### src/hdl/estd_pkg.sv
`timescale 1ns / 1ps
// ----------------------------------------------------------------------------
// estd_pkg - shared types and helpers for the escaped string token decoder
// Result kinds, queue entry layout, character constants and byte functions.
// ----------------------------------------------------------------------------
package estd_pkg;

    localparam int unsigned CHAR_W  = 8;
    localparam int unsigned POS_W   = 16;
    localparam logic [POS_W-1:0] MAX_CONSUMED = 16'hFFFF;

    // queue between front and back
    localparam int unsigned QDEPTH  = 4;
    localparam int unsigned QPTR_W  = $clog2(QDEPTH);
    localparam int unsigned QCNT_W  = QPTR_W + 1;

    localparam logic [CHAR_W-1:0] CH_SQUOTE    = 8'h27;
    localparam logic [CHAR_W-1:0] CH_DQUOTE    = 8'h22;
    localparam logic [CHAR_W-1:0] CH_BACKSLASH = 8'h5C;
    localparam logic [CHAR_W-1:0] CH_UNDERSCORE = 8'h5F;
    localparam logic [CHAR_W-1:0] CH_A = 8'h61;
    localparam logic [CHAR_W-1:0] CH_B = 8'h62;
    localparam logic [CHAR_W-1:0] CH_F = 8'h66;
    localparam logic [CHAR_W-1:0] CH_N = 8'h6E;
    localparam logic [CHAR_W-1:0] CH_R = 8'h72;
    localparam logic [CHAR_W-1:0] CH_T = 8'h74;
    localparam logic [CHAR_W-1:0] CH_V = 8'h76;

    typedef enum logic [1:0] {
        KIND_BYTE      = 2'd0,
        KIND_END_OK    = 2'd1,
        KIND_DANGLING  = 2'd2,
        KIND_UNMATCHED = 2'd3
    } t_kind;

    // one accepted byte can cause a first result (byte or token end)
    // and a second one (end of code string)
    typedef struct packed {
        logic              has_a;
        t_kind             kind_a;
        logic [CHAR_W-1:0] char_a;
        logic              has_b;
        t_kind             kind_b;
        logic [POS_W-1:0]  cons;
    } t_entry;

    function automatic logic [CHAR_W-1:0] unescape(input logic [CHAR_W-1:0] c);
        logic [CHAR_W-1:0] r;
        unique case (c)
            CH_A:    r = 8'd7;
            CH_B:    r = 8'd8;
            CH_F:    r = 8'd12;
            CH_N:    r = 8'd10;
            CH_R:    r = 8'd13;
            CH_T:    r = 8'd9;
            CH_V:    r = 8'd11;
            default: r = c;
        endcase
        return r;
    endfunction

    function automatic logic is_word_char(input logic [CHAR_W-1:0] c);
        return ((c >= 8'h30) && (c <= 8'h39)) ||
               ((c >= 8'h41) && (c <= 8'h5A)) ||
               ((c >= 8'h61) && (c <= 8'h7A)) ||
               (c == CH_UNDERSCORE);
    endfunction

    function automatic logic [POS_W-1:0] sat_inc(input logic [POS_W-1:0] p);
        return (p < MAX_CONSUMED) ? p + POS_W'(1) : p;
    endfunction

endpackage

### src/hdl/estd_front.sv
`timescale 1ns / 1ps
// ----------------------------------------------------------------------------
// estd_front - byte classifier and token state
// Tracks quoting mode, escapes and position; builds a queue entry for each byte that yields a result.
// ----------------------------------------------------------------------------
module estd_front (
    input  logic                            i_clk,
    input  logic                            i_rst_n,
    input  logic                            i_accept,
    input  logic [estd_pkg::CHAR_W-1:0]     i_char_in,
    input  logic                            i_final_byte,
    output logic                            o_push,
    output estd_pkg::t_entry                o_entry
);

    typedef enum logic [1:0] {
        PH_FIRST,
        PH_QUOTED,
        PH_UNQUOTED,
        PH_DONE
    } t_phase;

    t_phase                       r_phase, n_phase;
    logic                         r_qd, n_qd;
    logic                         r_esc, n_esc;
    logic [estd_pkg::POS_W-1:0]   r_pos, n_pos;

    always_comb begin
        logic                         proc;
        logic [estd_pkg::CHAR_W-1:0]  q;
        t_phase                       ph;
        logic                         esc;
        logic [estd_pkg::POS_W-1:0]   pos;
        estd_pkg::t_entry             ent;

        ent  = '0;
        proc = 1'b0;
        ph   = r_phase;
        esc  = r_esc;
        pos  = r_pos;
        n_qd = r_qd;
        q    = r_qd ? estd_pkg::CH_DQUOTE : estd_pkg::CH_SQUOTE;

        unique case (r_phase)
            PH_FIRST: begin
                pos = '0;
                esc = 1'b0;
                if (i_char_in == estd_pkg::CH_SQUOTE || i_char_in == estd_pkg::CH_DQUOTE) begin
                    n_qd = (i_char_in == estd_pkg::CH_DQUOTE);
                    ph   = PH_QUOTED;
                    pos  = estd_pkg::sat_inc(pos);
                end else begin
                    ph   = PH_UNQUOTED;
                    proc = 1'b1;
                end
            end
            PH_QUOTED, PH_UNQUOTED: proc = 1'b1;
            PH_DONE: ;
            default: ;
        endcase

        if (proc) begin
            priority if (esc) begin
                ent.has_a  = 1'b1;
                ent.kind_a = estd_pkg::KIND_BYTE;
                ent.char_a = estd_pkg::unescape(i_char_in);
                esc        = 1'b0;
                pos        = estd_pkg::sat_inc(pos);
            end else if (i_char_in == estd_pkg::CH_BACKSLASH) begin
                esc = 1'b1;
                pos = estd_pkg::sat_inc(pos);
            end else if (ph == PH_QUOTED) begin
                pos       = estd_pkg::sat_inc(pos);
                ent.has_a = 1'b1;
                if (i_char_in != q) begin
                    ent.kind_a = estd_pkg::KIND_BYTE;
                    ent.char_a = i_char_in;
                end else begin
                    // closing quote counts in the length
                    ent.kind_a = estd_pkg::KIND_END_OK;
                    ph         = PH_DONE;
                end
            end else begin
                ent.has_a = 1'b1;
                if (estd_pkg::is_word_char(i_char_in)) begin
                    ent.kind_a = estd_pkg::KIND_BYTE;
                    ent.char_a = i_char_in;
                    pos        = estd_pkg::sat_inc(pos);
                end else begin
                    ent.kind_a = estd_pkg::KIND_END_OK;
                    ph         = PH_DONE;
                end
            end
        end

        ent.cons = pos;

        if (i_final_byte) begin
            if (ph == PH_QUOTED || ph == PH_UNQUOTED) begin
                ent.has_b = 1'b1;
                priority if (esc)          ent.kind_b = estd_pkg::KIND_DANGLING;
                else if (ph == PH_QUOTED)  ent.kind_b = estd_pkg::KIND_UNMATCHED;
                else                       ent.kind_b = estd_pkg::KIND_END_OK;
            end
            ph   = PH_FIRST;
            n_qd = 1'b0;
            esc  = 1'b0;
            pos  = '0;
        end

        n_phase = ph;
        n_esc   = esc;
        n_pos   = pos;
        o_entry = ent;
        o_push  = i_accept && (ent.has_a || ent.has_b);
    end

    always_ff @(posedge i_clk) begin
        if (!i_rst_n) begin
            r_phase <= PH_FIRST;
            r_qd    <= 1'b0;
            r_esc   <= 1'b0;
            r_pos   <= '0;
        end else if (i_accept) begin
            r_phase <= n_phase;
            r_qd    <= n_qd;
            r_esc   <= n_esc;
            r_pos   <= n_pos;
        end
    end

endmodule

### src/hdl/estd_fifo.sv
`timescale 1ns / 1ps
// ----------------------------------------------------------------------------
// estd_fifo - short queue between classifier and result sequencer
// Register-based first-in first-out store of result entries.
// ----------------------------------------------------------------------------
module estd_fifo (
    input  logic              i_clk,
    input  logic              i_rst_n,
    input  logic              i_push,
    input  estd_pkg::t_entry  i_entry,
    input  logic              i_pop,
    output logic              o_full,
    output logic              o_valid,
    output estd_pkg::t_entry  o_head
);

    estd_pkg::t_entry               r_mem [estd_pkg::QDEPTH];
    logic [estd_pkg::QPTR_W-1:0]    r_wr_ptr, n_wr_ptr;
    logic [estd_pkg::QPTR_W-1:0]    r_rd_ptr, n_rd_ptr;
    logic [estd_pkg::QCNT_W-1:0]    r_count, n_count;
    logic                           do_push, do_pop;

    localparam logic [estd_pkg::QPTR_W-1:0] LAST_PTR = estd_pkg::QPTR_W'(estd_pkg::QDEPTH - 1);
    localparam logic [estd_pkg::QCNT_W-1:0] FULL_CNT = estd_pkg::QCNT_W'(estd_pkg::QDEPTH);

    assign o_full  = (r_count == FULL_CNT);
    assign o_valid = (r_count != '0);
    assign o_head  = r_mem[r_rd_ptr];
    assign do_push = i_push && !o_full;
    assign do_pop  = i_pop && o_valid;

    always_comb begin
        n_wr_ptr = r_wr_ptr;
        n_rd_ptr = r_rd_ptr;
        n_count  = r_count;
        if (do_push) n_wr_ptr = (r_wr_ptr == LAST_PTR) ? '0 : r_wr_ptr + 1'b1;
        if (do_pop)  n_rd_ptr = (r_rd_ptr == LAST_PTR) ? '0 : r_rd_ptr + 1'b1;
        if (do_push && !do_pop)      n_count = r_count + 1'b1;
        else if (do_pop && !do_push) n_count = r_count - 1'b1;
    end

    always_ff @(posedge i_clk) begin
        if (!i_rst_n) begin
            r_wr_ptr <= '0;
            r_rd_ptr <= '0;
            r_count  <= '0;
        end else begin
            r_wr_ptr <= n_wr_ptr;
            r_rd_ptr <= n_rd_ptr;
            r_count  <= n_count;
        end
    end

    always_ff @(posedge i_clk) begin
        if (do_push) r_mem[r_wr_ptr] <= i_entry;
    end

endmodule

### src/hdl/estd_back.sv
`timescale 1ns / 1ps
// ----------------------------------------------------------------------------
// estd_back - result sequencer
// Expands queue entries into one or two result transactions into an output
// register.
// ----------------------------------------------------------------------------
module estd_back (
    input  logic                           i_clk,
    input  logic                           i_rst_n,
    input  logic                           i_head_valid,
    input  estd_pkg::t_entry               i_head,
    output logic                           o_pop,
    output logic                           o_out_valid,
    input  logic                           i_out_ready,
    output logic [1:0]                     o_kind,
    output logic [estd_pkg::CHAR_W-1:0]    o_char_out,
    output logic [estd_pkg::POS_W-1:0]     o_consumed,
    output logic                           o_last_of_run
);

    logic                          r_valid, n_valid;
    logic                          r_sub, n_sub;
    estd_pkg::t_kind               r_kind, n_kind;
    logic [estd_pkg::CHAR_W-1:0]   r_char, n_char;
    logic [estd_pkg::POS_W-1:0]    r_cons, n_cons;
    logic                          r_last, n_last;

    always_comb begin
        logic load;
        logic take_b;

        load    = !r_valid || i_out_ready;
        take_b  = r_sub || !i_head.has_a;
        n_valid = r_valid;
        n_sub   = r_sub;
        n_kind  = r_kind;
        n_char  = r_char;
        n_cons  = r_cons;
        n_last  = r_last;
        o_pop   = 1'b0;

        if (load) begin
            n_valid = i_head_valid;
            if (i_head_valid) begin
                if (take_b) begin
                    n_kind = i_head.kind_b;
                    n_char = '0;
                    n_cons = i_head.cons;
                    n_last = 1'b1;
                    n_sub  = 1'b0;
                    o_pop  = 1'b1;
                end else begin
                    n_kind = i_head.kind_a;
                    n_char = i_head.char_a;
                    n_cons = (i_head.kind_a == estd_pkg::KIND_BYTE) ? '0 : i_head.cons;
                    n_last = !i_head.has_b;
                    // hold the entry for its second result
                    n_sub  = i_head.has_b;
                    o_pop  = !i_head.has_b;
                end
            end
        end
    end

    always_ff @(posedge i_clk) begin
        if (!i_rst_n) begin
            r_valid <= 1'b0;
            r_sub   <= 1'b0;
        end else begin
            r_valid <= n_valid;
            r_sub   <= n_sub;
        end
        r_kind <= n_kind;
        r_char <= n_char;
        r_cons <= n_cons;
        r_last <= n_last;
    end

    assign o_out_valid   = r_valid;
    assign o_kind        = r_kind;
    assign o_char_out    = r_char;
    assign o_consumed    = r_cons;
    assign o_last_of_run = r_last;

endmodule

### src/hdl/escaped_string_token_decoder.sv
`timescale 1ns / 1ps
// path: an accepted byte is queued, then its result is loaded into the output register
// throughput: one byte per cycle while o_in_ready is high; a byte with two results holds
// the sequencer for both; the 4-entry queue absorbs those and output stalls until full
// reset: synchronous active low; clears token state, empties the queue, drops valid
// ----------------------------------------------------------------------------
// escaped_string_token_decoder - quoted / unquoted token decoder with escapes
// Classifier, result queue and result sequencer.
// ----------------------------------------------------------------------------
module escaped_string_token_decoder (
    input  logic        i_clk,
    input  logic        i_rst_n,
    input  logic        i_in_valid,
    output logic        o_in_ready,
    input  logic [7:0]  i_char_in,
    input  logic        i_final_byte,
    output logic        o_out_valid,
    input  logic        i_out_ready,
    output logic [1:0]  o_kind,
    output logic [7:0]  o_char_out,
    output logic [15:0] o_consumed,
    output logic        o_last_of_run
);

    logic              accept;
    logic              push;
    logic              pop;
    logic              full;
    logic              head_valid;
    estd_pkg::t_entry  entry;
    estd_pkg::t_entry  head;

    assign o_in_ready = !full;
    assign accept     = i_in_valid && !full;

    estd_front u_front (
        .i_clk        (i_clk),
        .i_rst_n      (i_rst_n),
        .i_accept     (accept),
        .i_char_in    (i_char_in),
        .i_final_byte (i_final_byte),
        .o_push       (push),
        .o_entry      (entry)
    );

    estd_fifo u_fifo (
        .i_clk   (i_clk),
        .i_rst_n (i_rst_n),
        .i_push  (push),
        .i_entry (entry),
        .i_pop   (pop),
        .o_full  (full),
        .o_valid (head_valid),
        .o_head  (head)
    );

    estd_back u_back (
        .i_clk         (i_clk),
        .i_rst_n       (i_rst_n),
        .i_head_valid  (head_valid),
        .i_head        (head),
        .o_pop         (pop),
        .o_out_valid   (o_out_valid),
        .i_out_ready   (i_out_ready),
        .o_kind        (o_kind),
        .o_char_out    (o_char_out),
        .o_consumed    (o_consumed),
        .o_last_of_run (o_last_of_run)
    );

endmodule

### config.mk
export PLATFORM = sky130hd
export DESIGN_NAME = escaped_string_token_decoder
export DESIGN_NICKNAME = d
export VERILOG_FILES = /design/src/hdl/estd_pkg.sv /design/src/hdl/estd_front.sv /design/src/hdl/estd_fifo.sv /design/src/hdl/estd_back.sv /design/src/hdl/escaped_string_token_decoder.sv
export SDC_FILE = /design/constraint.sdc
export NUM_CORES = 1
export LEC_CHECK = 0
export BUFFER_PORTS_ARGS = -buffer_cell sky130_fd_sc_hd__buf_2
export CAP_MARGIN = 25
export CELL_PAD_IN_SITES_DETAIL_PLACEMENT = 1
export CELL_PAD_IN_SITES_GLOBAL_PLACEMENT = 2
export CORE_ASPECT_RATIO = 0.9
export CORE_MARGIN = 2
export CORE_UTILIZATION = 35
export CTS_CLUSTER_DIAMETER = 40
export DETAILED_ROUTE_END_ITERATION = 10
export GPL_TIMING_DRIVEN = 0
export PLACE_DENSITY = 0.77
export SYNTH_ARGS = -nofsm -noshare
export SYNTH_HDL_FRONTEND = slang
export SYNTH_SLANG_ARGS = --single-unit
### constraint.sdc
create_clock -name i_clk -period 4.1 [get_ports i_clk]
set_input_delay 0.82 -clock i_clk [delete_from_list [all_inputs] [get_ports i_clk]]
set_output_delay 0.82 -clock i_clk [all_outputs]
set_load 0.005 [all_outputs]
==> results.sh, run 1 <==
export IMPL_grt_pass1_wl_mm=28.2
export IMPL_setup_violations=0
export IMPL_synthToLayoutAreaGrowth_pct=16.9
export IMPL_cts_root_buf="clkbuf_16"
export IMPL_drive_gt1_share_pct=24.5
export IMPL_synth_cell_types=66
export IMPL_synth_avg_cell_area_um2=14.6
export IMPL_fin_crit_ns=3.92
export IMPL_grt_pass1_vias=5014
export IMPL_p_leak_uw=0.00317
export IMPL_final_common_cell="edfxtp_1"
export IMPL_cts_buffer_depth=2
export IMPL_async_reset_ff_share_pct=0
export IMPL_antenna_found_initial=0
export IMPL_rows=51
export IMPL_drc_errors=0
export IMPL_path_buf_inv=4
export IMPL_cts_tree="built"
export IMPL_worstPathArrival_ns=4.27
export IMPL_synth_edf_count=143
export IMPL_place_congestion=0.848
export IMPL_critical_path_class="reg -> reg"
export IMPL_status="complete, no violations"
export IMPL_cap_violations=0
export IMPL_grt_overflow_total=0
export IMPL_relSlewSlack_pct=44.1
export IMPL_clock_sinks=174
export IMPL_h_tree_depth=4
export IMPL_initial_core_util_pct=35.8
export IMPL_rsz0062_at_grt="yes"
export IMPL_hpwl_mm=12.1
export IMPL_fp_dieW_um=161
export IMPL_period_share_pct=95.6
export IMPL_path_cells="inv_1 -> ha_2 -> buf_4 -> or2_2 -> nor2_2 -> nor4_4 -> buf_6 -> nor2_4 -> nor2_4 -> a21oi_1 -> ha_1 -> nand2b_4 -> a21oi_4 -> ha_4 -> inv_1 -> fa_2 -> xor2_1 -> or3_1 -> a21boi_1"
export IMPL_synth_nets=558
export IMPL_postSynthCellCount=534
export IMPL_ys_flop_type="edfxtp_1"
export IMPL_worst_slack_ns=0.179
export IMPL_ios=42
export IMPL_drt_pass1_iterations=4
export IMPL_worstSkewPairLatency_ns=0.42
export IMPL_slowest_stage="dfxtp_2"
export IMPL_core_area_um2=21800
export IMPL_mostFrequentLayoutCells="143 x edfxtp_1, 44 x buf_2, 33 x nor2b_1"
export IMPL_tightest_slew_ns=0.839
export IMPL_cp_top_family="simple AND/OR/NAND/NOR gates"
export IMPL_wl_per_cell_um=19.4
export IMPL_grt_max_degree=30
export IMPL_fin_nets=619
export IMPL_cts_buffers=17
export IMPL_die_h_um=145
export IMPL_critPathMaxStageDelay_ns=0.38
export IMPL_synth_seq_cells=174
export IMPL_track_usage_pct=15.6
export IMPL_vias=4625
export IMPL_io_buffer_count=38
export IMPL_path_clk_slew_ns=0.07
export IMPL_power_density_nw_per_um2=592
export IMPL_clock_fmax_ghz=0.255
export IMPL_drt_total_wl_mm=17.5
export IMPL_ir_drop_mv=0.277
export IMPL_ant_nets=0
export IMPL_design_power_total_uw=5390
export IMPL_skew_ns=0.0130
export IMPL_worst_hold_path_type="reg -> reg"
export IMPL_critPathLaunchType="flop"
export IMPL_cts_hold_buf=0
export IMPL_cp_required_ns=4.45
export IMPL_drt_iter0_markers=285
export IMPL_syn_area_um2=7780
export IMPL_die_area_um2=23500
export IMPL_yosysSeqAreaShare_pct=63.1
export IMPL_hold_viol_final=0
export IMPL_slew_viol_final=0
export IMPL_yosysWarnings=0
export IMPL_cp_max_fo=10
export IMPL_pre_cts_slack_ns=-0.495
export IMPL_antenna_cells=0
export IMPL_cp_end_kind="flop"
export IMPL_avgViaCountPerCell=5.14
## where the power goes
part           switching [uW]  leakage, uW  internal [uW]
Sequential               87.3      0.00164           2310
Clock                     654     0.000290           1020
Combinational             725      0.00124            589
## path summary, 6_finish.rpt
check	from	end	slack [ns]	cells past startpoint
max reg2reg	u_front.r_phase[0]$_SDFFE_PN0P_	u_fifo.r_count[2]$_SDFFE_PN0P_	0.18	19
min reg2reg	u_front.r_pos[1]$_SDFFE_PN0P_	u_front.r_pos[1]$_SDFFE_PN0P_	0.50	1
min	u_front.r_pos[1]$_SDFFE_PN0P_	u_front.r_pos[1]$_SDFFE_PN0P_	0.50	1
max	u_front.r_phase[0]$_SDFFE_PN0P_	u_fifo.r_count[2]$_SDFFE_PN0P_	0.18	19
## sequential cells by signal, indices dropped and copies added (netlist names), 2 cells and up, named ones only
name and count:
u_back.o_char_out 8, u_fifo.r_mem 116, u_back.o_consumed 16, u_front.r_phase 2
u_fifo.r_wr_ptr 2, u_fifo.r_rd_ptr 2, u_back.o_kind 2, u_front.r_pos 16
u_fifo.r_count 3
## logic make-up after synthesis
kind of cell | synth area share [%]
DFF | 63.1
and+or+nand+nor | 12.0
buffers and inverters | 2.38
muxes | 10.3
xor gates and xnor gates | 1.80
adders and majority gates | 1.86
AOI/OAI and AO/OA | 8.55
## worst register-to-register path, cell delays in order (launching register included)
cell,delay [ns]
dfxtp_2,0.38
inv_1,0.09
ha_2,0.26
buf_4,0.20
or2_2,0.33
nor2_2,0.14
nor4_4,0.06
buf_6,0.19
nor2_4,0.19
nor2_4,0.08
a21oi_1,0.13
ha_1,0.25
nand2b_4,0.18
a21oi_4,0.23
ha_4,0.17
inv_1,0.05
fa_2,0.33
xor2_1,0.15
or3_1,0.30
a21boi_1,0.16
## through the flow
step | utilization [%] | std cells | hold slack (ns) | TNS, ns | instance area [um^2]
2_1_floorplan | - | 534 | 0.448 | 0 | 7830
3_3_place_gp | 38.5 | 863 | 0.459 | -109.45 | 8380
3_5_place_dp | 38.7 | 864 | 0.476 | -50.69 | 8420
4_1_cts | 41.6 | 897 | 0.496 | 0 | 9060
5_1_grt | 41.8 | 899 | 0.537 | -0.0425 | 9100
6_report | 41.8 | 899 | 0.496 | 0 | 9100
## per-layer routing
| metal | share of wire (%) | wire, um | track usage, % | up-vias |
|---|---|---|---|---|
| li1 | - | - | - | 2180 |
| met1 | 46 | 8050 | 20.9 | 2357 |
| met2 | 49 | 8620 | 25.2 | 84 |
| met3 | 3.9 | 689 | 3.28 | 4 |
| met4 | 0.56 | 97 | 5.36 | 0 |
| met5 | 0 | 0 | 0 | - |
## cells in the mapped netlist (all sizes together), types with 6 or more instances
library cell | number | area share, %
edfxtp | 143 | 55
nor3 | 6 | 0.39
and2 | 12 | 0.96
a31oi | 8 | 0.64
o21ai | 15 | 0.96
nor2 | 27 | 1.3
mux4 | 29 | 8.4
clkbuf | 11 | 0.53
nor3b | 6 | 0.58
a21oi | 17 | 1.3
buf | 14 | 1.1
nand3 | 10 | 0.64
xnor2 | 11 | 1.2
mux2i | 9 | 1.2
a22o | 6 | 0.68
a211oi | 8 | 1.1
nand2 | 27 | 1.3
inv | 16 | 0.77
ha | 10 | 1.6
nor2b | 33 | 2.7
and3 | 10 | 0.80
dfxtp | 31 | 8.0
## repair_timing
item                                   CTS  global route
gates resized for setup                  9             6
endpoints found under the hold margin    0             0
pin swaps                                2             2
setup buffers                            1             2
setup endpoints to repair              183           124
## cell type report
type | count | area [um^2]
Inverter | 16 | 60.1
Tap cell | 291 | 364
Clock buffer | 21 | 440
Fill cell | 2218 | 12700
Buffer | 25 | 133
Clock inverter | 11 | 166
Sequential cell | 174 | 4920
Timing Repair Buffer | 42 | 233
Multi-Input combinational cell | 319 | 2790
Power figures use the tool's default switching activity.
==> run 2, diff against run 1 <==
--- a/config.mk
+++ b/config.mk
@@ -15,7 +15,7 @@
 export CTS_CLUSTER_DIAMETER = 40
 export DETAILED_ROUTE_END_ITERATION = 10
 export GPL_TIMING_DRIVEN = 0
-export PLACE_DENSITY = 0.77
+export PLACE_DENSITY = 0.74
 export SYNTH_ARGS = -nofsm -noshare
 export SYNTH_HDL_FRONTEND = slang
 export SYNTH_SLANG_ARGS = --single-unit
==> constraint.sdc (replaced) <==
create_clock -name i_clk -period 4.5 [get_ports i_clk]
set_input_delay 0.9 -clock i_clk [delete_from_list [all_inputs] [get_ports i_clk]]
set_output_delay 0.9 -clock i_clk [all_outputs]
set_load 0.005 [all_outputs]
==> run 2 against run 1 <==
  * Global-route usage barely moved
  * Total power fell by 10%
  * Critical path depth shrank 1
  * Cell area down 0.45%
  * Count of clock-buffer cells in the layout up 4
  * Clock skew decreased by 0.0024 ns
  * Clock power is 12% lower
  * Via count increased by 1.8%
  * Critical endpoint unchanged
  * Die area stayed put
==> results.sh, run 2 (synthesis results as in run 1) <==
export IMPL_place_area_um2=8380
export IMPL_status="complete, no violations"
export IMPL_period_share_pct=94.1
export IMPL_cp_end_kind="flop"
export IMPL_antenna_cells=0
export IMPL_path_buf_inv=5
export IMPL_grt_pass1_wl_mm=28.0
export IMPL_cp_top_family="adder cells"
export IMPL_fin_crit_ns=4.23
export IMPL_io_buffer_count=38
export IMPL_die_area_um2=23500
export IMPL_vias=4706
export IMPL_reg2reg_to="u_fifo.r_count[2]$_SDFFE_PN0P_"
export IMPL_crit_start="u_front.r_phase[0]$_SDFFE_PN0P_"
export IMPL_wl_per_cell_um=19.4
export IMPL_rr_worst_depth=18
export IMPL_tightest_slew_ns=0.887
export IMPL_drive_gt1_share_pct=24.0
export IMPL_hold_viol_final=0
export IMPL_worst_slack_ns=0.266
export IMPL_worstSkewPairLatency_ns=0.44
export IMPL_h_tree_depth=4
export IMPL_drc_errors=0
export IMPL_seq_area_um2=4910
export IMPL_grt_overflow_total=0
export IMPL_drt_iter0_markers=320
export IMPL_avgViaCountPerCell=5.23
export IMPL_drt_total_wl_mm=17.5
export IMPL_critPathMaxStageDelay_ns=0.37
export IMPL_p_leak_uw=0.00316
export IMPL_critPathLaunchType="flop"
export IMPL_ant_nets=0
export IMPL_hpwl_mm=12.0
export IMPL_ios=42
export IMPL_crit_top_cell="inv_1"
export IMPL_pre_cts_slack_ns=-0.654
export IMPL_fillerInstances=2212
export IMPL_drt_pass1_iterations=6
export IMPL_grt_pass1_vias=4926
export IMPL_core_area_um2=21800
export IMPL_clock_sinks=174
export IMPL_endpoint="u_fifo.r_count[2]$_SDFFE_PN0P_"
export IMPL_multiInputGateArea_um2=2750
export IMPL_clock_fmax_ghz=0.236
export IMPL_worst_hold_path_type="reg -> reg"
export IMPL_cp_required_ns=4.86
export IMPL_initial_core_util_pct=35.8
export IMPL_cts_buffer_depth=2
export IMPL_largest_register_ffs=116
export IMPL_slowest_stage="fa_1"
export IMPL_relSlewSlack_pct=40.4
export IMPL_setup_violations=0
export IMPL_final_core_util_pct=41.6
export IMPL_ir_drop_mv=0.252
export IMPL_final_common_cell="edfxtp_1"
export IMPL_die_h_um=145
export IMPL_setup_tns_final_ns=0
export IMPL_critical_path_class="reg -> reg"
export IMPL_cap_violations=0
export IMPL_fp_dieW_um=161
export IMPL_cts_hold_buf=0
export IMPL_fin_nets=619
export IMPL_rows=51
export IMPL_antenna_found_initial=0
export IMPL_cts_root_buf="clkbuf_16"
export IMPL_mostFrequentLayoutCells="143 x edfxtp_1, 44 x buf_2, 33 x nor2b_1"
export IMPL_regMostFlops="u_fifo.r_mem"
export IMPL_path_depth=18
export IMPL_worstPathArrival_ns=4.59
export IMPL_synthToLayoutAreaGrowth_pct=16.3
export IMPL_rsz0062_at_grt="no"
export IMPL_track_usage_pct=15.6
export IMPL_cp_max_fo=10
export IMPL_rrSetupSlack_ns=0.27
export IMPL_power_density_nw_per_um2=533
export IMPL_post_route_cell_area_um2=9060
export IMPL_cts_buffers=17
export IMPL_grt_max_degree=30
export IMPL_slew_viol_final=0
export IMPL_path_cells="inv_1 -> ha_2 -> clkbuf_4 -> inv_1 -> a21boi_4 -> buf_4 -> nand2_1 -> nor2_4 -> a21oi_1 -> ha_1 -> nand2b_1 -> a21oi_4 -> ha_1 -> inv_1 -> fa_1 -> xor2_1 -> or3_1 -> a21boi_0"
export IMPL_worstReg2RegStart="u_front.r_phase[0]$_SDFFE_PN0P_"
export IMPL_path_clk_slew_ns=0.06
export IMPL_place_congestion=0.842
export IMPL_cts_tree="built"
export IMPL_skew_ns=0.0106
-- run 2: cell types whose count changed in the layout (fill, tap and decap cells not counted), moves of 2 or more --
cell / delta
and2_2: +2
clkbuf_8: +5
bufinv_16: -3
clkbuf_1: -2
clkinv_1: -2
and2_4: -2
-- run 2: worst min-delay path by stage --
stage	from	end	slack, ns	cells past startpoint
after floorplan	u_front.r_pos[0]$_SDFFE_PN0P_	u_front.r_pos[0]$_SDFFE_PN0P_	0.45	1
after global placement	u_back.o_out_valid$_SDFFE_PN0N_	u_back.o_out_valid$_SDFFE_PN0N_	0.46	2
after detailed placement	u_front.r_pos[1]$_SDFFE_PN0P_	u_front.r_pos[1]$_SDFFE_PN0P_	0.47	1
after CTS	u_front.r_pos[1]$_SDFFE_PN0P_	u_front.r_pos[1]$_SDFFE_PN0P_	0.49	1
after global routing	u_front.r_pos[1]$_SDFFE_PN0P_	u_front.r_pos[1]$_SDFFE_PN0P_	0.52	1
final	u_front.r_pos[1]$_SDFFE_PN0P_	u_front.r_pos[1]$_SDFFE_PN0P_	0.49	1
-- run 2: through the flow --
| step | total power (uW) | instances | hold slack, ns |
|---|---|---|---|
| after global routing | 5070 | 899 | 0.522 |
| after global placement | 3320 | 863 | 0.461 |
| final | 4830 | 899 | 0.488 |
| after detailed placement | 3400 | 864 | 0.471 |
| after CTS | 4890 | 897 | 0.486 |
| after floorplan | 2970 | 534 | 0.448 |
-- run 2: area by class of cell --
class | count | share of cell area [%]
Sequential cell | 174 | 54.3
Multi-Input combinational cell | 319 | 30.4
Clock buffer | 25 | 5.82
Tap cell | 291 | 4.02
Timing Repair Buffer | 42 | 2.57
Buffer | 25 | 1.46
Clock inverter | 7 | 0.829
Inverter | 16 | 0.663
-- run 2: what timing repair did --
action | 4_1_cts | 5_1_grt
buffers inserted | 1 | 2
pin swaps | 1 | 2
endpoints found under the setup margin | 118 | 121
gates resized for setup | 7 | 9
gates cloned | 0 | 0
-- run 2: metal layers --
| metal | vias to the layer above | GRT usage [%] | routed length (um) |
|---|---|---|---|
| li1 | 2182 | - | - |
| met3 | 28 | 3.25 | 591 |
| met1 | 2400 | 21.7 | 8460 |
| met4 | 0 | 4.96 | 295 |
| met2 | 96 | 24.5 | 8130 |
| met5 | - | 0 | 0 |
-- run 2: worst reg2reg max path, stage by stage, from the launching register on --
cell and delay, ns:
dfxtp_1 0.35, inv_1 0.13, ha_2 0.29, clkbuf_4 0.26, inv_1 0.12, a21boi_4 0.31, buf_4 0.26, nand2_1 0.12
nor2_4 0.21, a21oi_1 0.08, ha_1 0.28, nand2b_1 0.26, a21oi_4 0.22, ha_1 0.21, inv_1 0.06, fa_1 0.37
xor2_1 0.16, or3_1 0.31, a21boi_0 0.17
-- run 2: power by group --
group | total, uW | internal [uW] | switching, uW
Sequential | 2180 | 2110 | 76.7
Clock | 1470 | 872 | 600
Combinational | 1170 | 516 | 653
==> run 3, diff against run 2 <==
--- a/config.mk
+++ b/config.mk
@@ -15,6 +15,7 @@
 export CTS_CLUSTER_DIAMETER = 40
 export DETAILED_ROUTE_END_ITERATION = 10
 export GPL_TIMING_DRIVEN = 0
+export MAX_ROUTING_LAYER = met4
 export PLACE_DENSITY = 0.74
 export SYNTH_ARGS = -nofsm -noshare
 export SYNTH_HDL_FRONTEND = slang
==> run 3 against run 2 <==
  * Fmax increased by 0.25%
  * Critical endpoint unchanged
  * Count of clock-buffer cells in the layout unchanged
  * Highest routed layer unchanged
  * Combinational power about the same
  * Worst setup slack improved by 0.011 ns
  * Largest power group unchanged
==> results.sh, run 3 (synthesis results as in run 1) <==
export IMPL_grt_pass1_vias=4921
export IMPL_regMostFlops="u_fifo.r_mem"
export IMPL_path_depth=18
export IMPL_skew_ns=0.00901
export IMPL_drc_errors=0
export IMPL_initial_core_util_pct=35.8
export IMPL_ir_drop_mv=0.249
export IMPL_rr_worst_depth=18
export IMPL_fp_dieW_um=161
export IMPL_hpwl_mm=12.0
export IMPL_reg2reg_to="u_fifo.r_count[2]$_SDFFE_PN0P_"
export IMPL_cp_top_family="adder cells"
export IMPL_vias=4678
export IMPL_mostFrequentLayoutCells="143 x edfxtp_1, 44 x buf_2, 33 x nor2b_1"
export IMPL_clock_sinks=174
export IMPL_hold_viol_final=0
export IMPL_fin_nets=619
export IMPL_place_area_um2=8380
export IMPL_cap_violations=0
export IMPL_drive_gt1_share_pct=24.0
export IMPL_cp_max_fo=10
export IMPL_setup_violations=0
export IMPL_slowest_stage="fa_1"
export IMPL_period_share_pct=93.9
export IMPL_worst_hold_path_type="reg -> reg"
export IMPL_core_area_um2=21800
export IMPL_cts_root_buf="clkbuf_16"
export IMPL_largest_register_ffs=116
export IMPL_rrSetupSlack_ns=0.28
export IMPL_wl_per_cell_um=19.4
export IMPL_tightest_slew_ns=0.866
export IMPL_h_tree_depth=4
export IMPL_drt_pass1_iterations=4
export IMPL_setup_tns_final_ns=0
export IMPL_critical_path_class="reg -> reg"
export IMPL_critPathMaxStageDelay_ns=0.37
export IMPL_die_area_um2=23500
export IMPL_crit_top_cell="inv_1"
export IMPL_cp_required_ns=4.86
export IMPL_avgViaCountPerCell=5.20
export IMPL_post_route_cell_area_um2=9060
export IMPL_power_density_nw_per_um2=532
export IMPL_final_common_cell="edfxtp_1"
export IMPL_ant_nets=0
export IMPL_cp_end_kind="flop"
export IMPL_path_buf_inv=5
export IMPL_worstSkewPairLatency_ns=0.43
export IMPL_clock_fmax_ghz=0.237
export IMPL_grt_pass1_wl_mm=28.1
export IMPL_drt_iter0_markers=277
export IMPL_cts_hold_buf=0
export IMPL_worstPathArrival_ns=4.58
export IMPL_rows=51
export IMPL_place_congestion=0.855
export IMPL_grt_overflow_total=0
export IMPL_worstReg2RegStart="u_front.r_phase[0]$_SDFFE_PN0P_"
export IMPL_antenna_cells=0
export IMPL_track_usage_pct=16.1
export IMPL_path_cells="inv_1 -> ha_2 -> clkbuf_4 -> inv_1 -> a21boi_4 -> buf_4 -> nand2_1 -> nor2_4 -> a21oi_1 -> ha_1 -> nand2b_1 -> a21oi_4 -> ha_1 -> inv_1 -> fa_1 -> xor2_1 -> or3_1 -> a21boi_0"
export IMPL_drt_total_wl_mm=17.4
export IMPL_critPathLaunchType="flop"
export IMPL_die_h_um=145
export IMPL_io_buffer_count=38
export IMPL_min_from="u_front.r_pos[1]$_SDFFE_PN0P_"
export IMPL_p_leak_uw=0.00316
export IMPL_hold_path_end="u_front.r_pos[1]$_SDFFE_PN0P_"
export IMPL_relSlewSlack_pct=42.3
export IMPL_fin_crit_ns=4.22
export IMPL_slew_viol_final=0
export IMPL_cts_buffer_depth=2
export IMPL_fillerInstances=2212
export IMPL_synthToLayoutAreaGrowth_pct=16.3
export IMPL_ios=42
export IMPL_cts_tree="built"
export IMPL_grt_max_degree=30
export IMPL_antenna_found_initial=0
export IMPL_path_clk_slew_ns=0.06
export IMPL_cts_buffers=17
export IMPL_status="complete, no violations"
export IMPL_min_path_cells=1
==> run 3: cell counts in the layout (fill, tap and decap cells not counted) <==
Identical to the previous run, type by type.
==> run 3: repair_timing <==
item | in CTS | in global routing
pin swaps | 1 | 2
gates cloned | 0 | 0
gates resized for setup | 7 | 9
setup buffers | 1 | 2
setup endpoints to repair | 118 | 121
==> run 3: metrics by stage <==
stage	utilization [%]	cells	total power [uW]	worst slack [ns]	hold slack, ns
after floorplan	-	534	2970	0.125	0.448
after global placement	38.3	863	3320	-0.856	0.461
after detailed placement	38.5	864	3400	-0.654	0.471
after CTS	41.4	897	4890	0.0407	0.486
after global routing	41.6	899	5070	-0.00511	0.522
final	41.6	899	4820	0.277	0.487
==> run 3: metal layers <==
metal | global-route usage, % | share of wire (%)
met4 | 4.96 | 1.3
met2 | 24.5 | 47
met1 | 21.8 | 48
met3 | 3.16 | 3.2
met5 | - | 0
==> run 3: where the power goes <==
| part | leakage (uW) | switching, uW | internal, uW |
|---|---|---|---|
| clock network | 0.000299 | 595 | 872 |
| registers | 0.00164 | 76.2 | 2110 |
| logic | 0.00123 | 650 | 516 |
==> run 3: final cells by class <==
cell class,instances,area (um^2),share of cell area [%]
clock buffers,25,527,5.82
well taps,291,364,4.02
repair buffers,42,233,2.57
flip-flops and latches,174,4910,54.3
multi-input cells,319,2750,30.4
plain buffers,25,133,1.46
inverters,16,60.1,0.663
clock inverters,7,75.1,0.829
==> run 3: worst register-to-register path, delay by kind of cell (launching register included) <==
family | cells | cell delay (ns)
AOI/OAI and AO/OA | 4 | 0.78
xor gates and xnor gates | 1 | 0.16
adders and majority gates | 4 | 1.15
buffers and inverters | 5 | 0.82
DFF | 1 | 0.35
and+or+nand+nor | 4 | 0.90
==> run 3: how the worst max path moves through the flow <==
stage                                    startpoint                        endpoint  slack, ns
finish              u_front.r_phase[0]$_SDFFE_PN0P_  u_fifo.r_count[2]$_SDFFE_PN0P_       0.28
global route        u_front.r_phase[0]$_SDFFE_PN0P_  u_fifo.r_count[2]$_SDFFE_PN0P_     -0.005
CTS                 u_front.r_phase[0]$_SDFFE_PN0P_  u_fifo.r_count[2]$_SDFFE_PN0P_       0.04
detailed placement                     i_char_in[1]  u_fifo.r_count[2]$_SDFFE_PN0P_      -0.65
global placement                       i_char_in[1]    u_fifo.r_mem[0][6]$_DFFE_PP_      -0.86
floorplan                              i_char_in[1]  u_fifo.r_count[2]$_SDFFE_PN0P_       0.13
